File: config.mk
export PLATFORM = sky130hd
export DESIGN_NAME = sha1_stream_hasher
export DESIGN_NICKNAME = d
export VERILOG_FILES = /design/src/design/sha1_pkg.sv /design/src/design/sha1_round.sv /design/src/design/sha1_stream_hasher.sv
export VERILOG_INCLUDE_DIRS = /design/src /design/src/design
export SDC_FILE = /design/constraint.sdc
export NUM_CORES = 2
export LEC_CHECK = 0
export ABC_AREA = 1
export BUFFER_PORTS_ARGS = -buffer_cell sky130_fd_sc_hd__buf_2
export CORE_AREA = 4 4 359 361
export CTS_CLUSTER_SIZE = 24
export DETAILED_ROUTE_END_ITERATION = 7
export DIE_AREA = 0 0 363 365
export GPL_TIMING_DRIVEN = 0
export PLACE_DENSITY = 0.81
export SETUP_SLACK_MARGIN = 0.4
export SKIP_CTS_REPAIR_TIMING = 1
export SLEW_MARGIN = 40
export SYNTH_ARGS = -nofsm -noshare
export SYNTH_HDL_FRONTEND = slang
export SYNTH_SLANG_ARGS = --single-unit
File: constraint.sdc
create_clock -name clk -period 16.3 [get_ports clk]
set_clock_uncertainty 0.15 [all_clocks]
set_input_delay 0.815 -clock clk [delete_from_list [all_inputs] [get_ports clk]]
set_output_delay 0.815 -clock clk [all_outputs]
set_load 0.03 [all_outputs]
File: src/design/assert_macros.svh
// assertion macros for the sha-1 hasher
`ifndef ASSERT_MACROS_SVH
`define ASSERT_MACROS_SVH
`ifndef SYNTH
`define ASSERT_IMPLIES(label, clk, rst, a, b) \
  label: assert property (@(posedge clk) disable iff (rst) (a) |-> (b)) else $error("label");
`define ASSERT_NEXT(label, clk, rst, a, b) \
  label: assert property (@(posedge clk) disable iff (rst) (a) |=> (b)) else $error("label");
`else
`define ASSERT_IMPLIES(label, clk, rst, a, b)
`define ASSERT_NEXT(label, clk, rst, a, b)
`endif
`endif

File: src/design/sha1_pkg.sv
// types and constants for the sha-1 hasher
package sha1_pkg;
  typedef struct packed {
    logic [7:0] message_byte;
    logic       byte_valid;
    logic       end_of_message;
  } in_item_t;

  typedef struct packed {
    logic [31:0] digest_h0;
    logic [31:0] digest_h1;
    logic [31:0] digest_h2;
    logic [31:0] digest_h3;
    logic [31:0] digest_h4;
  } out_item_t;

  typedef enum logic [2:0] {
    ST_IDLE, ST_LOAD, ST_ROUND, ST_FOLD, ST_PAD, ST_LEN, ST_OUT
  } state_t;

  localparam logic [31:0] H_INIT [5] = '{32'h67452301, 32'hEFCDAB89, 32'h98BADCFE,
                                          32'h10325476, 32'hC3D2E1F0};
  localparam logic [31:0] K_ROUND [4] = '{32'h5A827999, 32'h6ED9EBA1, 32'h8F1BBCDC,
                                           32'hCA62C1D6};
  localparam logic [7:0] PAD_BYTE = 8'h80;
  localparam logic [5:0] LEN_POS  = 6'd56;
endpackage

File: src/design/sha1_round.sv
// one sha-1 round: the shared compression unit
module sha1_round import sha1_pkg::*; (
  input  logic [6:0]  round,
  input  logic [31:0] a,
  input  logic [31:0] b,
  input  logic [31:0] c,
  input  logic [31:0] d,
  input  logic [31:0] e,
  input  logic [31:0] w,
  output logic [31:0] t
);
  logic [31:0] f;
  logic [31:0] k;

  always_comb begin
    if (round < 7'd20) begin
      f = (b & c) | (~b & d);
      k = K_ROUND[0];
    end else if (round < 7'd40) begin
      f = b ^ c ^ d;
      k = K_ROUND[1];
    end else if (round < 7'd60) begin
      f = (b & c) | (b & d) | (c & d);
      k = K_ROUND[2];
    end else begin
      f = b ^ c ^ d;
      k = K_ROUND[3];
    end
    t = {a[26:0], a[31:27]} + f + e + k + w;
  end
endmodule

File: src/design/sha1_stream_hasher.sv
// top level of the sha-1 stream hasher
`include "assert_macros.svh"
// Takes one word a cycle while collecting a block. A word that fills the
// 64-byte block holds the input while the working registers are loaded, the
// single round unit runs every round and the result is added into the
// chaining words. A word that ends the message starts the padding, written one
// byte a cycle up to the end of the block. When the length no longer fits, a
// second padded block follows, and each block goes through the same
// compression. The digest is then shown until it is taken, and the input stays
// blocked meanwhile. Bytes are kept in a 16-word memory of 32-bit words, read
// one word a round.
module sha1_stream_hasher import sha1_pkg::*; (
  input  logic      clk,
  input  logic      rst,
  input  logic      in_valid,
  output logic      in_ready,
  input  in_item_t  in_data,
  output logic      out_valid,
  input  logic      out_ready,
  output out_item_t out_data
);
  state_t state, state_next;
  logic [31:0] mem [16];
  logic [31:0] wrd;
  logic [31:0] cur;
  logic [31:0] h [5];
  logic [31:0] a, b, c, d, e;
  logic [31:0] t;
  logic [60:0] byte_count;
  logic [5:0]  pos;
  logic [6:0]  round;
  logic        closing;
  logic        last_blk;
  logic [63:0] bits;
  logic [31:0] w_sched;
  logic [31:0] w_use;
  logic [31:0] sched [16];
  logic        accept;
  logic        out_fire;
  logic        full;

  assign accept   = in_valid && in_ready;
  assign out_fire = out_valid && out_ready;
  assign bits     = {byte_count, 3'b000};
  assign full     = (pos == 6'd63);

  always_comb begin
    state_next = state;
    unique case (state)
      ST_IDLE: begin
        if (accept) begin
          if (in_data.byte_valid && full) begin
            state_next = ST_LOAD;
          end else if (in_data.end_of_message) begin
            state_next = ST_PAD;
          end
        end
      end
      ST_LOAD:  state_next = ST_ROUND;
      ST_ROUND: if (round == 7'd79) state_next = ST_FOLD;
      ST_FOLD: begin
        if (last_blk) begin
          state_next = ST_OUT;
        end else if (closing) begin
          state_next = ST_PAD;
        end else begin
          state_next = ST_IDLE;
        end
      end
      ST_PAD: begin
        if (pos == 6'd63) begin
          state_next = ST_LOAD;
        end else if (pos == 6'd55 && pos != 6'd0) begin
          state_next = ST_LEN;
        end
      end
      ST_LEN:   if (pos == 6'd63) state_next = ST_LOAD;
      ST_OUT:   if (out_fire) state_next = ST_IDLE;
      default:  state_next = ST_IDLE;
    endcase
  end

  always_comb begin
    in_ready  = (state == ST_IDLE);
    out_valid = (state == ST_OUT);
    out_data.digest_h0 = h[0];
    out_data.digest_h1 = h[1];
    out_data.digest_h2 = h[2];
    out_data.digest_h3 = h[3];
    out_data.digest_h4 = h[4];
  end

  // byte written this cycle, if any
  logic       wr_en;
  logic [7:0] wr_byte;
  logic       pad_first;
  always_comb begin
    wr_en = 1'b0;
    wr_byte = 8'h00;
    if (state == ST_IDLE && accept && in_data.byte_valid) begin
      wr_en = 1'b1;
      wr_byte = in_data.message_byte;
    end else if (state == ST_PAD) begin
      wr_en = 1'b1;
      wr_byte = pad_first ? PAD_BYTE : 8'h00;
    end else if (state == ST_LEN) begin
      wr_en = 1'b1;
      wr_byte = bits[8'(63 - 8 * (pos - LEN_POS)) -: 8];
    end
  end

  logic [31:0] word_in;
  always_comb begin
    word_in = cur;
    unique case (pos[1:0])
      2'd0: word_in[31:24] = wr_byte;
      2'd1: word_in[23:16] = wr_byte;
      2'd2: word_in[15:8]  = wr_byte;
      default: word_in[7:0] = wr_byte;
    endcase
  end

  // cur mirrors the partial word being assembled
  // word 0 is fetched during load, word r+1 during round r
  always_ff @(posedge clk) begin
    if (wr_en) begin
      cur <= (pos[1:0] == 2'd3) ? 32'h0 : word_in;
      if (pos[1:0] == 2'd3) mem[pos[5:2]] <= word_in;
    end
    if (state == ST_ROUND) begin
      wrd <= mem[round[3:0] + 4'd1];
    end else begin
      wrd <= mem[4'd0];
    end
  end

  assign w_sched = {sched[13][30:0] ^ sched[8][30:0] ^ sched[2][30:0] ^ sched[0][30:0],
                    sched[13][31] ^ sched[8][31] ^ sched[2][31] ^ sched[0][31]};
  assign w_use = (round < 7'd16) ? wrd : w_sched;

  sha1_round u_round (
    .round(round), .a(a), .b(b), .c(c), .d(d), .e(e), .w(w_use), .t(t)
  );

  always_ff @(posedge clk) begin
    if (state == ST_ROUND) begin
      for (int i = 0; i < 15; i++) sched[i] <= sched[i + 1];
      sched[15] <= w_use;
    end
  end

  always_ff @(posedge clk) begin
    if (rst) begin
      state <= ST_IDLE;
      byte_count <= '0;
      pos <= '0;
      round <= '0;
      closing <= 1'b0;
      last_blk <= 1'b0;
      pad_first <= 1'b0;
      for (int i = 0; i < 5; i++) h[i] <= H_INIT[i];
    end else begin
      state <= state_next;
      if (wr_en) pos <= pos + 6'd1;
      unique case (state)
        ST_IDLE: begin
          if (accept) begin
            if (in_data.byte_valid) byte_count <= byte_count + 61'd1;
            closing <= in_data.end_of_message;
            pad_first <= 1'b1;
            last_blk <= 1'b0;
          end
        end
        ST_LOAD: begin
          round <= '0;
          a <= h[0]; b <= h[1]; c <= h[2]; d <= h[3]; e <= h[4];
        end
        ST_ROUND: begin
          round <= round + 7'd1;
          e <= d; d <= c; c <= {b[1:0], b[31:2]}; b <= a; a <= t;
        end
        ST_FOLD: begin
          h[0] <= h[0] + a; h[1] <= h[1] + b; h[2] <= h[2] + c;
          h[3] <= h[3] + d; h[4] <= h[4] + e;
        end
        ST_PAD: begin
          pad_first <= 1'b0;
          if (pos == 6'd55) last_blk <= 1'b1;
        end
        ST_LEN: last_blk <= 1'b1;
        ST_OUT: begin
          if (out_fire) begin
            for (int i = 0; i < 5; i++) h[i] <= H_INIT[i];
            byte_count <= '0;
            pos <= '0;
            closing <= 1'b0;
          end
        end
        default: ;
      endcase
    end
  end

  `ASSERT_IMPLIES(a_ready_idle, clk, rst, out_valid, !in_ready)
  `ASSERT_NEXT(a_load_round, clk, rst, state == ST_LOAD, state == ST_ROUND && round == 7'd0)
  `ASSERT_IMPLIES(a_round_range, clk, rst, state == ST_ROUND, round < 7'd80)
endmodule

# After elaboration in Yosys (flattened, before gate mapping)
# Memories as Yosys holds them, arrays and structs flattened.
# Cells that the tools add are included.
[totals] reg_bits=304 latchBits=0 mem_bits_rw=1184 rom_bits=0 input_bits=14 output_inout_bits=162 elab_cells=179 mem_count=3
[op_classes] add_sub_neg=15 n_mul=0 div=0 magnitude_cmp=4 n_eq_ne=20 shift=1 n_mux=75 n_bitwise=27 reduce_logical=20
[mem_list] memory="mem" depth=16 word_bits=32 read_ports=2 rd_ports_with_merged_regs=0 write_ports=1 line="sha1_stream_hasher.sv:23" source="logic [31:0] mem [16];"
[mem_list] memory="sched" depth=16 word_bits=32 read_ports=16 rd_ports_with_merged_regs=0 write_ports=16 line="sha1_stream_hasher.sv:37" source="logic [31:0] sched [16];"
[mem_list] memory="h" depth=5 word_bits=32 read_ports=5 rd_ports_with_merged_regs=0 write_ports=5 line="sha1_stream_hasher.sv:26" source="logic [31:0] h [5];"
[ops] operator="32-bit 2-to-1 mux" count=17
[ops] operator="32-bit one-hot mux with 2 select lines" count=5
[ops] operator="32-bit adder" count=9
[ops] operator="61-bit 2-to-1 mux" count=3
[ops] operator="32-bit AND" count=4
[ops] operator="61-bit one-hot mux with 2 select lines" count=1
[ops] operator="32-bit OR" count=3
[ops] operator="31-bit bitwise XOR" count=3
[ops] operator="71-bit by 9-bit indexed part select with 8-bit output" count=1
[ops] operator="8-bit 2-to-1 mux" count=8
[ops] operator="32-bit bitwise XOR" count=2
[ops] operator="61-bit by 1-bit adder with 61-bit output, second input constant" count=1
[ops] operator="32-bit NOT" count=1
[ops] operator="31-bit 2-to-1 mux" count=1
[ops] operator="3-bit 2-to-1 mux" count=10
[ops] operator="1-bit 2-to-1 mux" count=22
[ops] operator="3-bit one-hot mux with 7 select lines" count=1
[ops] operator="6-bit 2-to-1 mux" count=3
[ops] operator="7-bit by 5-bit less-than comparator with 1-bit output, second input constant" count=2
[ops] operator="7-bit by 6-bit less-than comparator with 1-bit output, second input constant" count=2
[ops] operator="7-bit one-hot mux with 2 select lines" count=1
[ops] operator="6-bit equality test, second input constant" count=2
[ops] operator="1-bit OR" count=10
[ops] operator="3-bit equality test, second input constant" count=3
[ops] operator="29 further kinds" count=47

# Depth between registers and ports, before layout
[logic_depth] depth_word=11 mapped_depth=26 depth_no_buf=25

# By module
# From an unflattened synthesis, not the netlist that was laid out.
[hier_totals] hier_cells=7212 hier_area_um2=72957.5
[by_module_without_submodules] mod="sha1_stream_hasher" instances=1 cells_each=6305 area_per_inst_um2=66749.0
[by_module_without_submodules] mod="sha1_round" instances=1 cells_each=907 area_per_inst_um2=6208.5

# Worst setup path before layout
# No wires, ideal clock.
[synth_path] path_type="flip-flop to flip-flop" startpoint="register state[2]" endpoint="memory sched[0][0], enable pin" arrival_ns=14.979 required_ns=15.074 slack_ns=0.095 stages_incl_launch_ff=7 path_buffers=3 synth_period_minus_slack_ns=16.205 cell_sequence="dfxtp_1 -> buf_4 -> inv_1 -> nand3_1 -> inv_2 -> clkbuf_1 -> clkbuf_1"
[synth_lines] item="from (decl)" line="sha1_stream_hasher.sv:22" source="state_t state, state_next;"
[synth_lines] item="from (signal assigned)" line="sha1_stream_hasher.sv:163" source="state <= state_next;"
[synth_lines] item="to (decl)" line="sha1_stream_hasher.sv:37"

# Worst setup path in the final report
[layout_path] startpoint="register round[3]" endpoint="register a[30] (data pin)"
[layout_between] elab_chain_cells=9 elab_cells_between_ends=16 cone_classes="add/sub (4); order compare (4); mux (8)"
[layout_lines] item="from (decl)" line="sha1_stream_hasher.sv:31" source="logic [6:0] round;"
[layout_lines] item="from (signal assigned)" line="sha1_stream_hasher.sv:179" source="round <= round + 7'd1;"
[layout_lines] item="7-bit by 6-bit less-than comparator with 1-bit output" line="sha1_round.sv:22" source="end else if (round < 7'd60) begin"
[layout_lines] item="32-bit 2-to-1 mux" line="sha1_round.sv:22"
[layout_lines] item="32-bit 2-to-1 mux" line="sha1_round.sv:19" source="end else if (round < 7'd40) begin"
[layout_lines] item="32-bit 2-to-1 mux" line="sha1_round.sv:16" source="if (round < 7'd20) begin"
[layout_lines] item="32-bit adder (3 in a row)" line="sha1_round.sv:29" source="t = {a[26:0], a[31:27]} + f + e + k + w;"
[layout_lines] item="32-bit adder *" line="sha1_round.sv:29"
[layout_lines] item="32-bit one-hot mux with 2 select lines *" line="sha1_stream_hasher.sv:165" source="unique case (state)"
[layout_lines] item="to (signal assigned)" line="sha1_stream_hasher.sv:176" source="a <= h[0]; b <= h[1]; c <= h[2]; d <= h[3]; e <= h[4];"
[layout_lines] item="to (decl)" line="sha1_stream_hasher.sv:27" source="logic [31:0] a, b, c, d, e;"
# Every way passes the cells marked *; elsewhere a longest branch is shown, timed or not.
# A chain may end at the register's enable or synchronous reset.

==> results.txt <==
Reg2reg start: round[3]$_SDFFE_PP0N_
Status: finished clean
Clk pwr share: 0.243
Switching share of power: 0.4035
Final Hold Fails: 0
Max Buffers Root-to-Sink: 3
Drc violations: 0
Most frequent CP cell: fa_1
Top_reg_cell synth: edfxtp_1
Detailed Routing Iterations Pass 1: 8
Vias in the first global route: 51880
Clock sinks: 1488
H-tree depth: 4
Post-synth ARST share: 0
CP max stage delay: 0.56 ns
Syn Inst Count: 6685
Starting density of the core: 0.5687
Die width: 363 um
Critical path class: reg2reg
Sequential share of power: 0.374
Synth area leaders: edfxtp_1, nand2_1, nor2_1, o21ai_0, ha_1
Cells along the critical path: nor2_1 -> nor2_2 -> nand3_2 -> nand2_2 -> inv_1 -> clkbuf_1 -> a221oi_1 -> fa_1 -> fa_1 -> fa_1 -> inv_1 -> ha_1 -> a21oi_1 -> o21ai_0 -> a21oi_1 -> nor3_1 -> nor2_1 -> nand3b_1 -> nand3_1 -> nand2_1
Crit path arrival time: 7.04 ns
Leakage Power: 29.33 nW
# setup viols final: 0
Worst-path clk slew: 0.06 ns
Cell internal pwr: 0.008951 W
Final ANT Viol Nets: 0
Gate power share: 0.383
Cell area after synthesis: 0.07131 mm^2
R2R Setup Slk: 9.65 ns
Simple-Gate Fraction of Synth Area: 0.1389
Cells after DPL: 8563
Minimum clock period: 6.650 ns
Synth Area in Adders: 0.06951
Worst skew pair latency: 0.83 ns
Post-synthesis mux area share: 0
Global Route Usage Sum: 0.3520
Top cell type's share of synthesized area: 0.5794
Worst-Margin Slew: 0.9516 ns
Final period utilization: 0.4080
Critical path required time: 16.69 ns
Total of max-cap violations: 0
Fmax achieved: 150.4 MHz
Relative slew margins: 0.3656
Die footprint: 0.1325 mm^2
R2r endpoint: a[30]$_DFFE_PP_
Final Max Tran Viols: 0
PortBufs: 174
Initial DRC count: 8132
WHS Endpoint: closing$_SDFFE_PP0P_
Max FO, Critical Path: 10
Layout cell share with drive strength beyond 1: 0.08483
Cell taking the most area after synthesis: edfxtp_1
Cell row count: 130
Number of synthesis warnings: 0
Routed vias: 54950
Die H: 365 um
Core footprint: 0.1254 mm^2
Hpwl dp: 177700 um
Worst R2R Path Depth: 20
Synth Area per Inst: 10.67 um^2
Number of synthesized flops with an enable pin: 1376
GP Congestion: 1.028
Synthesis-stage register bit count: 1488
Sequential fraction of the synthesis area: 0.6108
Hold/Removal Path Class: in2reg
Post-Synth XOR/XNOR Area: 0.01953
I/O pin count: 176
Synthesized Nets: 7025
Initial antenna violation count: 5
First-pass GRT wire length: 340700 um
Area grow syn2layout: 13.12%
CTS root buf: clkbuf_16
Worst VDD drop: 0.0001612 V
Critical Path Start Type: flop
Fin Hold WS: 0.1935 ns
GR Overflow Total: 0
Hold depth: 3
Worst hold start: in_data[0]
RSZ-0062 raised after global routing: false
Total power: 0.01501 W
DR vias/cell: 6.211
Cell Pwr Density: 186.0 mW/mm^2
Final WL: 236600 um
Nets: 7407
Sw power: 0.006056 W
Synth Area in Compound Gates: 0.1188
Worst path slowest cell: fa_1
Setup TNS: 0 ns
CTS tree: built
Setup crit end kind: flop
Largest net degree at the start of global routing: 79
Main combinational cell family by area after synthesis: simple AND/OR/NAND/NOR gates
CTS Buf Count: 152
DR WL/cell: 26.75 um
Final cell count without fillers: 8847
Unique masters post-synth: 61
[how the worst max path moves through the flow]
stage,start,end,slack (ns),cells past startpoint
final,round[3]$_SDFFE_PP0N_,a[30]$_DFFE_PP_,9.65,20
after global routing,round[3]$_SDFFE_PP0N_,a[30]$_DFFE_PP_,9.65,20
after CTS,round[3]$_SDFFE_PP0N_,a[30]$_DFFE_PP_,9.93,20
after detailed placement,round[5]$_SDFFE_PP0N_,a[30]$_DFFE_PP_,9.93,20
after floorplan,rst,a[0]$_DFFE_PP_,7.60,3
after global placement,state[2]$_SDFFE_PP0P_,b[16]$_DFFE_PP_,4.04,8
[sequential cells by signal, summed over array words and instances (netlist names)]
register and cells:
last_blk 1, mem 512, a 32, closing 1, cur 32, h 160
d 32, byte_count 61, e 32, round 7, b 32, state 3
sched 512, wrd 32, pos 6, pad_first 1, c 32
[kinds of logic after synthesis]
| kind of cell | count (synthesis) |
|---|---|
| adders and majority gates | 326 |
| DFF | 1488 |
| and+or+nand+nor | 2397 |
| AOI/OAI and AO/OA | 1526 |
| buffers and inverters | 789 |
| xor gates and xnor gates | 159 |
[cells in the mapped netlist, types with 30 or more instances]
cell / count
nand3_1: 229
dfxtp_1: 112
or2_2: 30
o21a_1: 81
o21ai_0: 622
nand2_1: 1106
nand4_1: 62
xor2_1: 43
nor2_1: 831
xnor2_1: 116
a21o_1: 42
buf_2: 44
clkbuf_1: 155
a21oi_1: 461
o22ai_1: 127
edfxtp_1: 1376
o211ai_1: 32
inv_1: 565
o21ai_1: 59
ha_1: 209
fa_1: 117
nor3_1: 68
[cell type report]
| type | instances | area (um^2) |
|---|---|---|
| clock buffer | 193 | 4028 |
| antenna | 6 | 15.01 |
| multi-input combinational | 4408 | 24860 |
| sequential | 1488 | 43560 |
| buffer | 213 | 893.4 |
| clock inverter | 85 | 1170 |
| inverter | 576 | 2165 |
| timing repair buffer | 228 | 1912 |
| fill | 9493 | 44740 |
| tap | 1650 | 2064 |
[layout by cell type (no fill, tap or decap), types with 19 or more instances in the layout]
master	count
nor2_1	815
a21oi_1	460
xor2_1	43
a21o_1	42
clkbuf_16	152
clkinv_2	20
nor3_1	68
o21ai_1	58
clkinv_1	25
nand3_1	229
clkbuf_1	174
buf_2	226
buf_16	22
bufinv_16	19
dfxtp_1	112
nand4_1	62
or2_2	30
o21a_1	81
o21ai_0	622
edfxtp_1	1376
inv_1	564
fa_1	117
ha_1	209
nand2_1	1105
xnor2_1	116
o22ai_1	127
nor2_4	22
o211ai_1	32
[critical path: cells and delay by family (launching register included)]
| kind | cells | cell delay (ns) |
|---|---|---|
| fa+ha+maj | 4 | 1.97 |
| simple gates | 9 | 1.88 |
| compound gates | 4 | 1.46 |
| flops | 1 | 0.45 |
| buf+inv | 3 | 0.45 |
[power by group through the flow]
stage / clock (W) / combinational, W / sequential, W
2_1_floorplan: 0 / 0.00350 / 0.00560
3_5_place_dp: 0 / 0.00546 / 0.00564
4_1_cts: 0.00367 / 0.00554 / 0.00558
3_3_place_gp: 0 / 0.00531 / 0.00579
6_report: 0.00365 / 0.00575 / 0.00561
5_1_grt: 0.00384 / 0.00617 / 0.00563
[metrics by stage]
stage,setup slack (ns),cell area (um^2),utilization
final,9.650,80670,0.6433
after global routing,9.655,80660,0.6432
after CTS,9.932,80660,0.6432
after detailed placement,9.933,75460,0.6017
after global placement,4.039,74250,0.5921
after floorplan,7.602,71320,-
[layer usage]
| layer | share of wire | track usage | up-vias | routed length (um) |
|---|---|---|---|---|
| li1 | - | - | 24240 | - |
| met1 | 0.39 | 0.4979 | 26480 | 93170 |
| met2 | 0.43 | 0.5154 | 3617 | 100800 |
| met3 | 0.14 | 0.1041 | 610 | 31980 |
| met4 | 0.045 | 0.1403 | 2 | 10620 |
| met5 | 0.000055 | 0 | - | 13 |
Note: power is estimated with default switching activity, not from simulation.
